$ cat src/wavhp_pkg.sv
// Package with the shared types and constants of the WAV header parser.
`timescale 1ns / 1ps

package wavhp_pkg;

  // Chunk and header ids as they read little-endian off the byte stream.
  localparam logic [31:0] IdRiff = 32'h4646_4952;
  localparam logic [31:0] IdWave = 32'h4556_4157;
  localparam logic [31:0] IdFmt  = 32'h2074_6d66;
  localparam logic [31:0] IdData = 32'h6174_6164;

  // Data lengths at or above this value mean play to the end.
  localparam logic [31:0] LenLimit = 32'h7fff_fffe;

  // Smallest fmt body that carries every field we decode.
  localparam logic [31:0] FmtMinLen = 32'd16;

  // Parser phase.
  typedef enum logic [2:0] {
    PhRiff,
    PhHdr1,
    PhSkip1,
    PhFmt,
    PhHdr2,
    PhSkip2,
    PhDone
  } phase_e;

  // Result status codes.
  typedef enum logic [2:0] {
    StOk,
    StNotRiff,
    StShortFmt,
    StNotPcm,
    StNoChan,
    StBadBits,
    StBadCont
  } status_e;

  // Sample formats.
  typedef enum logic [2:0] {
    FmtU8,
    FmtS16,
    FmtS24In3,
    FmtS24In4,
    FmtS32
  } sfmt_e;

  // One input beat.
  typedef struct packed {
    logic [7:0] byte_in;
    logic       first;
  } in_t;

  // One result beat.
  typedef struct packed {
    status_e     status;
    sfmt_e       sample_format;
    logic [15:0] channels;
    logic [31:0] sample_rate;
    logic [30:0] data_length;
    logic        length_unlimited;
  } out_t;

endpackage

$ cat src/wavhp_if.sv
// Valid/ready channel interfaces for the byte input and the result output.
`timescale 1ns / 1ps

interface wavhp_in_if;
  logic          valid;
  logic          ready;
  wavhp_pkg::in_t data;

  modport source (output valid, output data, input ready);
  modport sink (input valid, input data, output ready);
endinterface

interface wavhp_out_if;
  logic           valid;
  logic           ready;
  wavhp_pkg::out_t data;

  modport source (output valid, output data, input ready);
  modport sink (input valid, input data, output ready);
endinterface

$ cat src/wav_header_parser.sv
// Top level of the RIFF/WAVE header parser.
`timescale 1ns / 1ps

// The block takes a WAV file on in_if, one byte per beat, and sets first on
// the beat that carries byte 0 of a file. It checks the RIFF/WAVE header,
// skips chunks until the fmt chunk, decodes the fmt body, then skips chunks
// until the data chunk header and sends one beat on out_if with the status,
// sample format, channel count, sample rate and data length. An error ends
// the file early with one beat that carries only the status. After a result
// further bytes are dropped until the next first beat; a truncated file
// gives no result.
// Each byte is consumed in the cycle it is accepted, so the block takes one
// byte per cycle while in_if.ready is high. A result is registered into the
// output register, or into the skid while the output register is stalled.
// These two result slots sit behind the parser; in_if.ready drops only while
// both hold a beat that the receiver has not taken, so a stalled receiver
// backs up the input after the second pending result.
// Reset clears the parser to the start of a file and empties both slots.
module wav_header_parser (
  input  logic               clk_i,
  input  logic               rst_ni,
  wavhp_in_if.sink           in_if,
  wavhp_out_if.source        out_if
);

  typedef struct packed {
    wavhp_pkg::status_e st;
    wavhp_pkg::sfmt_e   sf;
  } dec_t;

  // Decode the fmt fields into a status and a sample format.
  function automatic dec_t decode(input logic [15:0] fc, input logic [15:0] ch,
                                  input logic [15:0] ba, input logic [15:0] bits);
    logic [17:0] ch3;
    logic [17:0] ch4;
    logic [17:0] ch5;
    logic [17:0] bax;
    dec_t        r;
    ch3  = {2'b00, ch} + {1'b0, ch, 1'b0};
    ch4  = {ch, 2'b00};
    ch5  = {ch, 2'b00} + {2'b00, ch};
    bax  = {2'b00, ba};
    r.st = wavhp_pkg::StOk;
    r.sf = wavhp_pkg::FmtU8;
    if (fc != 16'd1) begin
      r.st = wavhp_pkg::StNotPcm;
    end else if (ch == 16'd0) begin
      r.st = wavhp_pkg::StNoChan;
    end else begin
      case (bits)
        16'd8: begin
          r.sf = wavhp_pkg::FmtU8;
        end
        16'd16: begin
          r.sf = wavhp_pkg::FmtS16;
        end
        16'd24: begin
          if (bax >= ch3 && bax < ch4) begin
            r.sf = wavhp_pkg::FmtS24In3;
          end else if (bax >= ch4 && bax < ch5) begin
            r.sf = wavhp_pkg::FmtS24In4;
          end else begin
            r.st = wavhp_pkg::StBadCont;
          end
        end
        16'd32: begin
          r.sf = wavhp_pkg::FmtS32;
        end
        default: begin
          r.st = wavhp_pkg::StBadBits;
        end
      endcase
    end
    if (r.st != wavhp_pkg::StOk) begin
      r.sf = wavhp_pkg::FmtU8;
    end
    return r;
  endfunction

  // Parser state.
  wavhp_pkg::phase_e phase_q, phase_d;
  logic [4:0]        cnt_q, cnt_d;
  logic              match_q, match_d;
  logic              is_fmt_q, is_fmt_d;
  logic              is_data_q, is_data_d;
  logic [23:0]       len_q, len_d;
  logic [32:0]       rem_q, rem_d;
  logic [15:0]       fc_q, fc_d;
  logic [15:0]       ch_q, ch_d;
  logic [31:0]       rate_q, rate_d;
  logic [15:0]       ba_q, ba_d;
  logic [15:0]       bits_q, bits_d;
  wavhp_pkg::sfmt_e  sf_q, sf_d;

  // Result slots.
  logic              ov_q, sv_q;
  wavhp_pkg::out_t   od_q, sd_q;

  logic              in_fire;
  logic [7:0]        b;
  wavhp_pkg::phase_e ph;
  logic [4:0]        k;
  logic [31:0]       len_full;
  logic [32:0]       padded;
  logic              hdr_last;
  logic              riff_last;
  logic              riff_ok;
  logic              rem_last;
  logic              fmt_now;
  logic              data_now;
  dec_t              dec;
  logic              produce;
  wavhp_pkg::out_t   res;

  assign in_fire = in_if.valid && in_if.ready;
  assign b       = in_if.data.byte_in;

  // A first beat restarts the parse at byte 0.
  assign ph = in_if.data.first ? wavhp_pkg::PhRiff : phase_q;
  assign k  = in_if.data.first ? 5'd0 : cnt_q;

  // Byte-wise compare against RIFF and WAVE; bytes 4 to 7 are the size.
  always_comb begin
    match_d = match_q;
    if (k == 5'd0) begin
      match_d = (b == wavhp_pkg::IdRiff[7:0]);
    end else if (k < 5'd4) begin
      match_d = match_q && (b == wavhp_pkg::IdRiff[{k[1:0], 3'b000} +: 8]);
    end else if (k >= 5'd8) begin
      match_d = match_q && (b == wavhp_pkg::IdWave[{k[1:0], 3'b000} +: 8]);
    end
  end

  assign riff_last = (k == 5'd11);
  assign riff_ok   = match_d;

  // Chunk header: id flags over bytes 0 to 3, length over bytes 4 to 7.
  always_comb begin
    is_fmt_d  = is_fmt_q;
    is_data_d = is_data_q;
    len_d     = len_q;
    if (k == 5'd0) begin
      is_fmt_d  = (b == wavhp_pkg::IdFmt[7:0]);
      is_data_d = (b == wavhp_pkg::IdData[7:0]);
    end else if (k < 5'd4) begin
      is_fmt_d  = is_fmt_q && (b == wavhp_pkg::IdFmt[{k[1:0], 3'b000} +: 8]);
      is_data_d = is_data_q && (b == wavhp_pkg::IdData[{k[1:0], 3'b000} +: 8]);
    end else if (k < 5'd7) begin
      len_d[{k[1:0], 3'b000} +: 8] = b;
    end
  end

  assign hdr_last = (k == 5'd7);
  assign len_full = {b, len_q};
  assign padded   = {1'b0, len_full} + {32'd0, len_full[0]};
  assign fmt_now  = (ph == wavhp_pkg::PhHdr1) && is_fmt_q;
  assign data_now = (ph == wavhp_pkg::PhHdr2) && is_data_q;
  assign rem_last = (rem_q == 33'd1);

  // Fmt body fields, one byte at a time over the first sixteen bytes.
  always_comb begin
    fc_d   = fc_q;
    ch_d   = ch_q;
    rate_d = rate_q;
    ba_d   = ba_q;
    bits_d = bits_q;
    if (k < 5'd16) begin
      case (k[3:0]) inside
        4'd0:        fc_d[7:0]                        = b;
        4'd1:        fc_d[15:8]                       = b;
        4'd2:        ch_d[7:0]                        = b;
        4'd3:        ch_d[15:8]                       = b;
        [4'd4:4'd7]: rate_d[{k[1:0], 3'b000} +: 8]    = b;
        4'd12:       ba_d[7:0]                        = b;
        4'd13:       ba_d[15:8]                       = b;
        4'd14:       bits_d[7:0]                      = b;
        4'd15:       bits_d[15:8]                     = b;
        default:     ;
      endcase
    end
  end

  assign dec = decode(fc_d, ch_d, ba_d, bits_d);

  // Next phase.
  always_comb begin
    phase_d = ph;
    case (ph)
      wavhp_pkg::PhRiff: begin
        if (riff_last) begin
          phase_d = riff_ok ? wavhp_pkg::PhHdr1 : wavhp_pkg::PhDone;
        end
      end
      wavhp_pkg::PhHdr1, wavhp_pkg::PhHdr2: begin
        if (hdr_last) begin
          if (fmt_now) begin
            phase_d = (len_full < wavhp_pkg::FmtMinLen) ? wavhp_pkg::PhDone
                                                          : wavhp_pkg::PhFmt;
          end else if (data_now) begin
            phase_d = wavhp_pkg::PhDone;
          end else if (len_full != 32'd0) begin
            phase_d = (ph == wavhp_pkg::PhHdr1) ? wavhp_pkg::PhSkip1
                                                 : wavhp_pkg::PhSkip2;
          end
        end
      end
      wavhp_pkg::PhFmt: begin
        if (rem_last) begin
          phase_d = (dec.st != wavhp_pkg::StOk) ? wavhp_pkg::PhDone
                                                 : wavhp_pkg::PhHdr2;
        end
      end
      wavhp_pkg::PhSkip1: begin
        if (rem_q <= 33'd1) begin
          phase_d = wavhp_pkg::PhHdr1;
        end
      end
      wavhp_pkg::PhSkip2: begin
        if (rem_q <= 33'd1) begin
          phase_d = wavhp_pkg::PhHdr2;
        end
      end
      default: begin
        phase_d = wavhp_pkg::PhDone;
      end
    endcase
  end

  // Counters, stored format and the result of this beat.
  always_comb begin
    cnt_d   = k;
    rem_d   = rem_q;
    sf_d    = sf_q;
    produce = 1'b0;
    res     = '0;
    case (ph)
      wavhp_pkg::PhRiff: begin
        cnt_d = riff_last ? 5'd0 : k + 5'd1;
        if (riff_last && !riff_ok) begin
          produce    = 1'b1;
          res.status = wavhp_pkg::StNotRiff;
        end
      end
      wavhp_pkg::PhHdr1, wavhp_pkg::PhHdr2: begin
        cnt_d = hdr_last ? 5'd0 : k + 5'd1;
        if (hdr_last) begin
          rem_d = padded;
          if (fmt_now && len_full < wavhp_pkg::FmtMinLen) begin
            produce    = 1'b1;
            res.status = wavhp_pkg::StShortFmt;
          end else if (data_now) begin
            produce         = 1'b1;
            res.status      = wavhp_pkg::StOk;
            res.sample_format = sf_q;
            res.channels    = ch_q;
            res.sample_rate = rate_q;
            if (len_full < wavhp_pkg::LenLimit) begin
              res.data_length = len_full[30:0];
            end else begin
              res.length_unlimited = 1'b1;
            end
          end
        end
      end
      wavhp_pkg::PhFmt: begin
        cnt_d = (k < 5'd16) ? k + 5'd1 : k;
        rem_d = rem_q - 33'd1;
        if (rem_last) begin
          cnt_d = 5'd0;
          sf_d  = dec.sf;
          if (dec.st != wavhp_pkg::StOk) begin
            produce    = 1'b1;
            res.status = dec.st;
          end
        end
      end
      wavhp_pkg::PhSkip1, wavhp_pkg::PhSkip2: begin
        cnt_d = 5'd0;
        if (rem_q != 33'd0) begin
          rem_d = rem_q - 33'd1;
        end
      end
      default: begin
        cnt_d = 5'd0;
      end
    endcase
  end

  // Control state of the parser.
  always_ff @(posedge clk_i or negedge rst_ni) begin
    if (!rst_ni) begin
      phase_q <= wavhp_pkg::PhRiff;
      cnt_q   <= 5'd0;
    end else if (in_fire) begin
      phase_q <= phase_d;
      cnt_q   <= cnt_d;
    end
  end

  // Datapath registers of the parser.
  always_ff @(posedge clk_i) begin
    if (in_fire) begin
      match_q   <= match_d;
      is_fmt_q  <= is_fmt_d;
      is_data_q <= is_data_d;
      len_q     <= len_d;
      rem_q     <= rem_d;
      sf_q      <= sf_d;
      if (ph == wavhp_pkg::PhFmt) begin
        fc_q   <= fc_d;
        ch_q   <= ch_d;
        rate_q <= rate_d;
        ba_q   <= ba_d;
        bits_q <= bits_d;
      end
    end
  end

  // Result slots: output register in front, skid register behind it.
  logic out_free;
  logic new_res;

  assign out_free = !ov_q || out_if.ready;
  assign new_res  = in_fire && produce;

  always_ff @(posedge clk_i or negedge rst_ni) begin
    if (!rst_ni) begin
      ov_q <= 1'b0;
      sv_q <= 1'b0;
    end else if (out_free) begin
      ov_q <= sv_q || new_res;
      sv_q <= sv_q && new_res;
    end else if (new_res) begin
      sv_q <= 1'b1;
    end
  end

  always_ff @(posedge clk_i) begin
    if (out_free) begin
      od_q <= sv_q ? sd_q : res;
      if (sv_q && new_res) begin
        sd_q <= res;
      end
    end else if (new_res) begin
      sd_q <= res;
    end
  end

  assign in_if.ready  = !sv_q;
  assign out_if.valid = ov_q;
  assign out_if.data  = od_q;

endmodule

$ cat src/flat_wrapper.sv
// flat-port wrapper written by rule: the top's interface ports become plain ports
module wav_header_parser_flat 
  (clk_i, rst_ni, in_if_valid, in_if_data, in_if_ready, out_if_valid, out_if_data, out_if_ready);
  wavhp_in_if in_if_i ();
  wavhp_out_if out_if_i ();
  input  logic clk_i;
  input  logic rst_ni;
  input wire logic [$bits(in_if_i.valid)-1:0] in_if_valid;
  input wire logic [$bits(in_if_i.data)-1:0] in_if_data;
  output wire logic [$bits(in_if_i.ready)-1:0] in_if_ready;
  output wire logic [$bits(out_if_i.valid)-1:0] out_if_valid;
  output wire logic [$bits(out_if_i.data)-1:0] out_if_data;
  input wire logic [$bits(out_if_i.ready)-1:0] out_if_ready;
  assign in_if_i.valid = in_if_valid;
  assign in_if_i.data = in_if_data;
  assign in_if_ready = in_if_i.ready;
  assign out_if_valid = out_if_i.valid;
  assign out_if_data = out_if_i.data;
  assign out_if_i.ready = out_if_ready;
  wav_header_parser u_core (.clk_i(clk_i), .rst_ni(rst_ni), .in_if(in_if_i), .out_if(out_if_i));
endmodule
$ cat config.mk
export PLATFORM = sky130hd
export DESIGN_NAME = wav_header_parser_flat
export DESIGN_NICKNAME = d
export VERILOG_FILES = /design/src/wavhp_pkg.sv /design/src/wavhp_if.sv /design/src/wav_header_parser.sv /design/src/flat_wrapper.sv
export SDC_FILE = /design/constraint.sdc
export NUM_CORES = 1
export LEC_CHECK = 0
export ABC_AREA = 1
export CORE_AREA = 4 4 255 257
export DETAILED_ROUTE_END_ITERATION = 8
export DIE_AREA = 0 0 259 261
export DONT_BUFFER_PORTS = 1
export GPL_ROUTABILITY_DRIVEN = 0
export PLACE_DENSITY = 0.42
export SETUP_SLACK_MARGIN = 0.05
export SYNTH_ARGS = -nofsm -noshare
export SYNTH_HDL_FRONTEND = slang
export SYNTH_SLANG_ARGS = --single-unit
$ cat constraint.sdc
create_clock -name clk_i -period 10.15 [get_ports clk_i]
set_input_delay 1.5225 -clock clk_i [delete_from_list [all_inputs] [get_ports clk_i]]
set_output_delay 1.5225 -clock clk_i [all_outputs]
set_load 0.005 [all_outputs]
==> results of run 1 <==
flip-flops by register name (all words and copies together) (netlist names):
signal	flops
u_core.ba_q	16
u_core.bits_q	16
u_core.ch_q	16
u_core.cnt_q	5
u_core.fc_q	16
u_core.is_data_q	1
u_core.is_fmt_q	1
u_core.len_q	24
u_core.match_q	1
u_core.out_if.data	86
u_core.out_if.valid	1
u_core.phase_q	3
u_core.rate_q	32
u_core.rem_q	33
u_core.sd_q	86
u_core.sf_q	3
u_core.sv_q	1
kinds of logic (layout without fill, tap and decap cells):
group | count (synthesis) | after routing | share of synthesized area
compound gates | 247 | 247 | 0.07285
fa+ha+maj | 106 | 106 | 0.07164
simple gates | 985 | 985 | 0.2215
flops | 341 | 341 | 0.5443
xor+xnor | 58 | 58 | 0.02713
buf+inv | 310 | 344 | 0.06262
metal layers:
layer	vias to the layer above	wire length, microns
met5	-	23
met4	4	1222
met3	73	3142
met2	359	25860
met1	6567	23850
li1	6887	-
final cells by class:
type	count	area share
clock buffer	53	0.05257
clock inverter	23	0.01299
inverter	250	0.04447
multi-input combinational	1396	0.3520
sequential	341	0.4811
tap	846	0.04997
timing repair buffer	18	0.006969
through the flow:
stage / power [mW] / utilization / instance area (sq um) / setup slack, ns / hold WS [ns]
global route: 3.435 / 0.3377 / 21180 / 2.077 / 0.5544
finish: 3.303 / 0.3377 / 21180 / 2.622 / 0.5391
CTS: 3.352 / 0.3377 / 21180 / 2.591 / 0.5417
floorplan: 1.741 / - / 18840 / 0.06251 / 0.4878
detailed placement: 1.800 / 0.3155 / 19800 / 2.009 / 0.5268
global placement: 1.799 / 0.3155 / 19800 / 2.137 / 0.5272
cell usage in the layout, fill, tap and decap left out, drive strengths merged, types with 3 or more instances in the layout:
cell type | Yosys | final
o211ai | 3 | 3
nand3 | 61 | 61
nor3 | 85 | 85
nand2 | 297 | 297
o31ai | 5 | 5
o22ai | 5 | 5
clkinvlp | 0 | 3
clkbuf | 56 | 53
clkinv | 0 | 14
o41ai | 4 | 4
a211oi | 7 | 7
buf | 4 | 18
bufinv | 0 | 6
nor4 | 16 | 16
nor2 | 485 | 485
o21bai | 4 | 4
xnor2 | 15 | 15
inv | 250 | 250
o21ai | 135 | 135
nand4 | 32 | 32
a31oi | 7 | 7
xor2 | 43 | 43
edfxtp | 331 | 331
ha | 104 | 104
a21oi | 64 | 64
dfrtp | 10 | 10
nand3b | 4 | 4
power breakdown:
group | switching (mW) | internal, mW
clock | 0.602 | 0.930
combinational | 0.153 | 0.0637
sequential | 0.00871 | 1.55
total | 0.764 | 2.54
worst paths after layout:
kind,from,end,slack [ns],depth (start not counted)
max,in_if_data[0],u_core.sd_q[11],2.62,33
min in group asynchronous,rst_ni,u_core.cnt_q[1],0.65,0
min reg2reg,u_core.bits_q[14],u_core.bits_q[14],0.54,2
max reg2reg,u_core.cnt_q[0],u_core.sd_q[11],3.23,34
max in group asynchronous,rst_ni,u_core.sv_q,9.40,0
min,u_core.bits_q[14],u_core.bits_q[14],0.54,2
worst max-delay path, delay by kind of cell:
family | cells | cell delay (ns)
and+or+nand+nor | 17 | 2.42
xor gates and xnor gates | 1 | 0.16
buffers and inverters | 4 | 1.00
adders and majority gates | 3 | 0.87
AOI/OAI and AO/OA | 8 | 1.54
==> metrics.cfg, run 1 <==
[worst_hold_path]
hp-class=register to register

[yosys]
synth_commonest_cells=nor2_1 (478), edfxtp_1 (331), nand2_1 (293), inv_1 (245), o21ai_0 (128)
yosysTopAreaCell=edfxtp_1
yosysMostFrequentCell=nor2_1
synthTopCellsByArea=edfxtp_1 (53%), nor2_1 (9.6%), ha_1 (7.0%)
synth.ff_latch_count=341
synth_nets=2166
ys_seq_area_frac=0.5443
synth_edf_count=331
async_flop_share=0.02933
syn_area_per_cell_sq_um=9.146
synth_top_cell_area_share=0.5309
yosys_most_used_dff=edfxtp_1
synthesis.yosys.warnings=0
synth_area_sq_mm=0.01872
ys_types=48
syn_inst=2047

[worst_setup_path]
critPathMaxFanout=79
cp_slowest_stage_delay_ns=0.67
critPathArrivalTime_ns=7.72
crit_path_start_kind=input port
worst_path_most_repeated_cell=nand2_1
cpMaxStageDelayCell=nor3_4
cp-end-kind=register
path_class=input port to register
cp_data_required_time_ns=10.34

[sta]
relSlewSlack=0.2311
final.setup.tns_ns=0
rsz0062_at_grt=no
drv_slew=0
post-route-min-period_ns=7.528
post-route-period-util=0.7417
hold_violations=0
fin_worst_skew_ns=0.02045
tightestPinTransition_ns=1.151
setup_viol=0
fmax_mhz=132.8

[cts]
cts_hold_buf=0
numClockSinks=341
cts_buffers=42
clockBufferDepth=3
post_cts_buffers=0
clock_latency_ns=0.56
cts_tree=yes
cts.clk_slew.worst_paths_ns=0.06
cts_resized=0
cts-root-buf=clkbuf_16
htree_levels=2

[grt]
grt_usage=0.1584
grt_pass1_wl_mm=83.03
antenna_found_initial=4
busiest_layer=met2
use_met3=0.03385
grtUsageMet2=0.2681
overflow=0
grt_util_met1=0.2077
grt_max_degree=84
grt_pass1_vias=13850

[outcome]
status=completed

[die]
core.rowCount=92
boundaryPins=101
fp.dieW_microns=259
dieHeight_microns=261
core_area_sq_mm=0.06274
fp.dieArea_sq_mm=0.06760
start_util=0.2984

[layout]
fin_nets=2168
seqCellArea_sq_mm=0.01019
fillers=6495
n_antenna_cell=0
layout-drive-gt1-share=0.06055
syn_to_final_growth_pct=13.15
fin_cells=2927
multi_input_comb_area_sq_mm=0.007456

[routing]
via_per_inst=4.745
ant_nets=0
postRouteWirelength_mm=54.10
drc=0
vias=13890
wire_per_inst_microns=18.48
drt_iter0_drc=1086
first_pass_iters=5

[placed_design]
dpl.cell_count=2851
hpwl_mm=39.14
port_buffers=0

[power]
leakage_nw=9.024
peakVddDrop_v=0.00009569
power.density_mw_per_mm2=155.9

[run]
max-cap-violations=0

Power figures use the tool's default switching activity.
==> run 2: changes to the inputs <==
Clock period 10.15 ns to 6.85 ns, I/O delays scaled along.
==> run 2 against run 1 <==
Against the previous run: power is 46% higher; critical path depth is 2 higher; global-route usage is 0.23 points higher; register-to-register slack worse by 2.3 ns; utilization is 0.30 points higher; cell count is 0.82% higher; non-clock buffer count is 28 higher; routed wire length is 2.3% higher; critical path type unchanged.
==> metrics.cfg, run 2 (synthesis results as in run 1) <==
[outcome]
status=completed

[layout]
syn_to_final_growth_pct=14.17
fillers=6459  ; -0.55%
fin_nets=2195  ; +1.2%
layout-drive-gt1-share=0.07272  ; +0.01217
final_cell_mix=nor2_1 (475), edfxtp_1 (331), nand2_1 (290)
final_common_cell=nor2_1

[die]
fp.dieArea_sq_mm=0.06760  ; unchanged
dieHeight_microns=261  ; unchanged
boundaryPins=101  ; unchanged
start_util=0.2984  ; unchanged
core_area_sq_mm=0.06274  ; unchanged
core.rowCount=92  ; unchanged
fp.dieW_microns=259  ; unchanged

[power]
finalPower_mw=4.835  ; +46%
power.density_mw_per_mm2=226.2  ; +45%
leakage_nw=9.149  ; +1.4%
peakVddDrop_v=0.0001299  ; +36%

[routing]
drc=0  ; unchanged
drt_iter0_drc=962  ; -11%
wire_per_inst_microns=18.76  ; +1.5%
ant_nets=0  ; unchanged
first_pass_iters=6  ; +1
postRouteWirelength_mm=55.35  ; +2.3%
vias=13910  ; +0.17%
via_per_inst=4.715  ; -0.65%

[worst_hold_path]
hp-class=input port to async pin

[cts]
cts_hold_buf=0  ; unchanged
clock_latency_ns=0.56  ; about the same
cts_buffers=41  ; -2.4%
numClockSinks=341  ; unchanged
clockBufferDepth=3  ; unchanged
cts_tree=yes
cts-root-buf=clkbuf_16
cts.clk_slew.worst_paths_ns=0.06  ; about the same
htree_levels=2  ; unchanged

[run]
max-cap-violations=0  ; unchanged

[sta]
fmax_mhz=166.9
setup_viol=0  ; unchanged
rsz0062_at_grt=no
drv_slew=0  ; unchanged
hold_violations=0  ; unchanged
post-route-period-util=0.8748
relSlewSlack=0.2458  ; +0.01472
final.setup.tns_ns=0  ; unchanged
tightestPinTransition_ns=1.129  ; -0.02202 ns
post-route-min-period_ns=5.992
fin_worst_skew_ns=0.01754  ; -0.002909 ns

[placed_design]
port_buffers=0  ; unchanged
hpwl_mm=40.11  ; +2.5%

[worst_setup_path]
cpMaxStageDelayCell=ha_1
cp-end-kind=register
r2r-start=u_core.cnt_q[1]
rr_worst_depth=33  ; -2.9%
cp_data_required_time_ns=7.06  ; -3.28 ns
r2r_slack_ns=0.96  ; -2.27 ns
worst_path_most_repeated_cell=nand2_1
path_class=input port to register
critPathMaxFanout=59  ; -25%
r2r-end=u_core.sd_q[0]
crit_path_start_kind=input port
critPathArrivalTime_ns=6.20  ; -1.52 ns
cp_slowest_stage_delay_ns=0.34  ; -0.33 ns

[grt]
grt_pass1_wl_mm=83.72  ; +0.82%
overflow=0  ; unchanged
grt_max_degree=79  ; -6.0%
grt_pass1_vias=13860  ; +0.079%
antenna_found_initial=2  ; -2
grt_usage=0.1607  ; +0.002259

==> run 2: changes by cell type in the layout (fill, tap and decap cells not counted), moves of 3 or more <==
cell        change
clkinv_1        +3
clkinvlp_4      -3
clkbuf_1        -3
buf_4          +27
==> run 2: how the worst max path moves through the flow <==
stage                        from               to  slack [ns]
floorplan           in_if_data[0]   u_core.sd_q[0]       -2.65
global placement    in_if_data[0]  u_core.sd_q[72]        0.13
detailed placement  in_if_data[0]  u_core.sd_q[40]        0.01
CTS                 in_if_data[0]  u_core.sd_q[39]        0.56
global route        in_if_data[0]  u_core.sd_q[22]        0.26
finish              in_if_data[0]   u_core.sd_q[0]        0.86
==> run 2: power breakdown <==
part	total (mW)	leakage (nW)	switching [mW]	internal, mW
clock	2.21	0.646	0.890	1.32
combinational	0.326	4.87	0.229	0.0973
sequential	2.30	3.63	0.0131	2.29
total	4.83	9.15	1.13	3.70
==> run 2: metal layers <==
metal / routed length [microns] / track usage / up-vias
met5: 13 / 0 / -
met4: 1420 / 0.05097 / 2
met3: 2158 / 0.02659 / 84
met2: 26250 / 0.2726 / 267
met1: 25510 / 0.2112 / 6605
li1: - / - / 6955
==> run 2: area by class of cell <==
cell class	count	area (sq um)	area share
sequential	341	10190	0.4768
multi-input combinational	1396	7483	0.3501
clock buffer	50	1091	0.05105
tap	846	1059	0.04952
inverter	250	944.7	0.04420
timing repair buffer	46	370.4	0.01733
clock inverter	21	232.7	0.01089
antenna	1	2.502	0.0001171
==> run 2: timing repair <==
action	CTS	global route
buffers inserted	0	1
setup endpoints to repair	0	64
resized for setup	0	0
endpoints found under the hold margin	0	0
==> run 2: worst max-delay path, delay by kind of cell <==
kind / cells / cell delay [ns]
AOI/OAI and AO/OA: 5 / 0.92
xor gates and xnor gates: 1 / 0.09
adders and majority gates: 3 / 0.85
buffers and inverters: 7 / 0.98
and+or+nand+nor: 19 / 2.21
==> run 2: stage by stage <==
| stage | worst slack, ns | utilization | area (sq um) | hold WS (ns) | std cells |
|---|---|---|---|---|---|
| final | 0.8576 | 0.3407 | 21370 | 0.1605 | 2951 |
| after global routing | 0.2583 | 0.3407 | 21370 | 0.1308 | 2950 |
| after detailed placement | 0.01455 | 0.3192 | 20030 | 0.5316 | 2878 |
| after CTS | 0.5611 | 0.3403 | 21350 | 0.1198 | 2949 |
| after global placement | 0.1335 | 0.3192 | 20030 | 0.5305 | 2878 |
| after floorplan | -2.651 | - | 18870 | 0.4878 | 2047 |
==> run 3: changes to the inputs <==
Settings changed: CTS_BUF_LIST set to sky130_fd_sc_hd__clkbuf_2 sky130_fd_sc_hd__clkbuf_4 sky130_fd_sc_hd__clkbuf_8.
==> run 3 against run 2 <==
Against the previous run: count of clock-buffer cells in the layout is 35 higher; power is 2.0% lower; cell count is 1.5% higher; largest cell class unchanged; utilization hardly changed; combinational power hardly changed; register-to-register slack worse by 0.26 ns; design area hardly changed; critical path depth is 1 lower; sequential power hardly changed.
==> metrics.cfg, run 3 (synthesis results as in run 1) <==
[outcome]
status=completed

[die]
core_area_sq_mm=0.06274  ; unchanged
dieHeight_microns=261  ; unchanged
fp.dieW_microns=259  ; unchanged
core.rowCount=92  ; unchanged
fp.dieArea_sq_mm=0.06760  ; unchanged
boundaryPins=101  ; unchanged
start_util=0.2984  ; unchanged

[grt]
antenna_found_initial=3  ; +1
grt_pass1_wl_mm=84.22  ; +0.60%
grt_usage=0.1627  ; +0.002046
grt_pass1_vias=14170  ; +2.3%
grt_max_degree=79  ; unchanged
overflow=0  ; unchanged

[layout]
fin_nets=2220  ; +1.1%
syn_to_final_growth_pct=14.15  ; about the same
fin_cells=2995  ; +1.5%
final_cell_mix=nor2_1 (475), edfxtp_1 (331), nand2_1 (290)
final_common_cell=nor2_1
layout-drive-gt1-share=0.09129  ; +0.01857

[worst_setup_path]
crit_path_start_kind=input port
cpMaxStageDelayCell=nor3_4
critPathArrivalTime_ns=6.49  ; +0.29 ns
cp_slowest_stage_delay_ns=0.57  ; +0.23 ns
worst_path_most_repeated_cell=nand2_1
worst-path-buf-inv=6  ; -1
crit_family=simple AND/OR/NAND/NOR gates
path_class=input port to register
cp-end-kind=register
critPathMaxFanout=59  ; unchanged
cp_data_required_time_ns=7.13  ; +0.07 ns

[sta]
drv_slew=0  ; unchanged
post-route-period-util=0.9056  ; +0.03082
relSlewSlack=0.2306  ; -0.01524
finalWorstSetupSlack_ns=0.6464  ; -0.2111 ns
fin_worst_skew_ns=0.03068  ; +0.01314 ns
tightestPinTransition_ns=1.151  ; +0.02280 ns
rsz0062_at_grt=no
post-route-min-period_ns=6.204  ; +0.2111 ns
fmax_mhz=161.2  ; -3.4%
hold_violations=0  ; unchanged
setup_viol=0  ; unchanged

[cts]
cts.clk_slew.worst_paths_ns=0.06  ; about the same
numClockSinks=341  ; unchanged
cts_hold_buf=0  ; unchanged
cts_buffers=67  ; +63%
cts_resized=0  ; unchanged
cts-root-buf=clkbuf_8
clock_latency_ns=0.64  ; +0.08 ns
cts_tree=yes
clockBufferDepth=3  ; unchanged
htree_levels=3  ; +1
post_cts_buffers=0  ; unchanged

[routing]
wire_per_inst_microns=18.56  ; -1.0%
via_per_inst=4.682  ; -0.68%
drc=0  ; unchanged
vias=14020  ; +0.80%
first_pass_iters=7  ; +1
postRouteWirelength_mm=55.59  ; +0.43%
drt_iter0_drc=973  ; +1.1%
ant_nets=0  ; unchanged

[placed_design]
dpl.cell_count=2878  ; unchanged
hpwl_mm=40.11  ; unchanged
port_buffers=0  ; unchanged
place_ws_ns=0.01455  ; unchanged

[power]
finalPower_mw=4.736  ; -2.0%
power.density_mw_per_mm2=221.6  ; -2.0%
leakage_nw=9.188  ; +0.43%
peakVddDrop_v=0.00009496  ; -27%

[run]
max-cap-violations=0  ; unchanged

[worst_hold_path]
hp-class=input port to async pin

[run 3: metal layers]
metal / GRT usage / share of wire / routed length, microns
met5: 0 / 0.00023 / 13
met4: 0.06027 / 0.027 / 1496
met3: 0.03365 / 0.049 / 2700
met1: 0.2095 / 0.45 / 25080
met2: 0.2720 / 0.47 / 26300
[run 3: worst paths after layout]
| kind | from | endpoint | slack [ns] | depth (start not counted) |
|---|---|---|---|---|
| worst max-delay path | in_if_data[0] | u_core.sd_q[18] | 0.65 | 34 |
| worst min-delay path | rst_ni | u_core.out_if.valid | 0.09 | 0 |
| worst max register to register | u_core.cnt_q[0] | u_core.sd_q[18] | 0.70 | 35 |
| worst min register to register | u_core.bits_q[10] | u_core.bits_q[10] | 0.54 | 2 |
| max in group asynchronous | rst_ni | u_core.phase_q[0] | 6.67 | 0 |
| min in group clk_i | u_core.bits_q[10] | u_core.bits_q[10] | 0.54 | 2 |
[run 3: cell type report]
class,instances,area (sq um)
Tap cell,846,1059
Timing Repair Buffer,45,350.3
Multi-Input combinational cell,1396,7483
Antenna cell,2,5.005
Fill cell,6501,41360
Inverter,250,944.7
Clock inverter,30,244.0
Sequential cell,341,10190
Clock buffer,85,1095
[run 3: stage by stage]
step                hold WS, ns    util  setup TNS, ns  instance area (sq um)
finish                  0.09084  0.3407              0                  21370
global route            0.04311  0.3406              0                  21370
CTS                     0.02401  0.3406              0                  21370
detailed placement       0.5316  0.3192              0                  20030
global placement         0.5305  0.3192              0                  20030
floorplan                0.4878       -        -227.97                  18870
[run 3: power breakdown]
part	internal, mW	switching (mW)	total, mW
sequential	2.29	0.0131	2.30
clock	1.19	0.911	2.11
combinational	0.0968	0.230	0.327
total	3.58	1.15	4.74
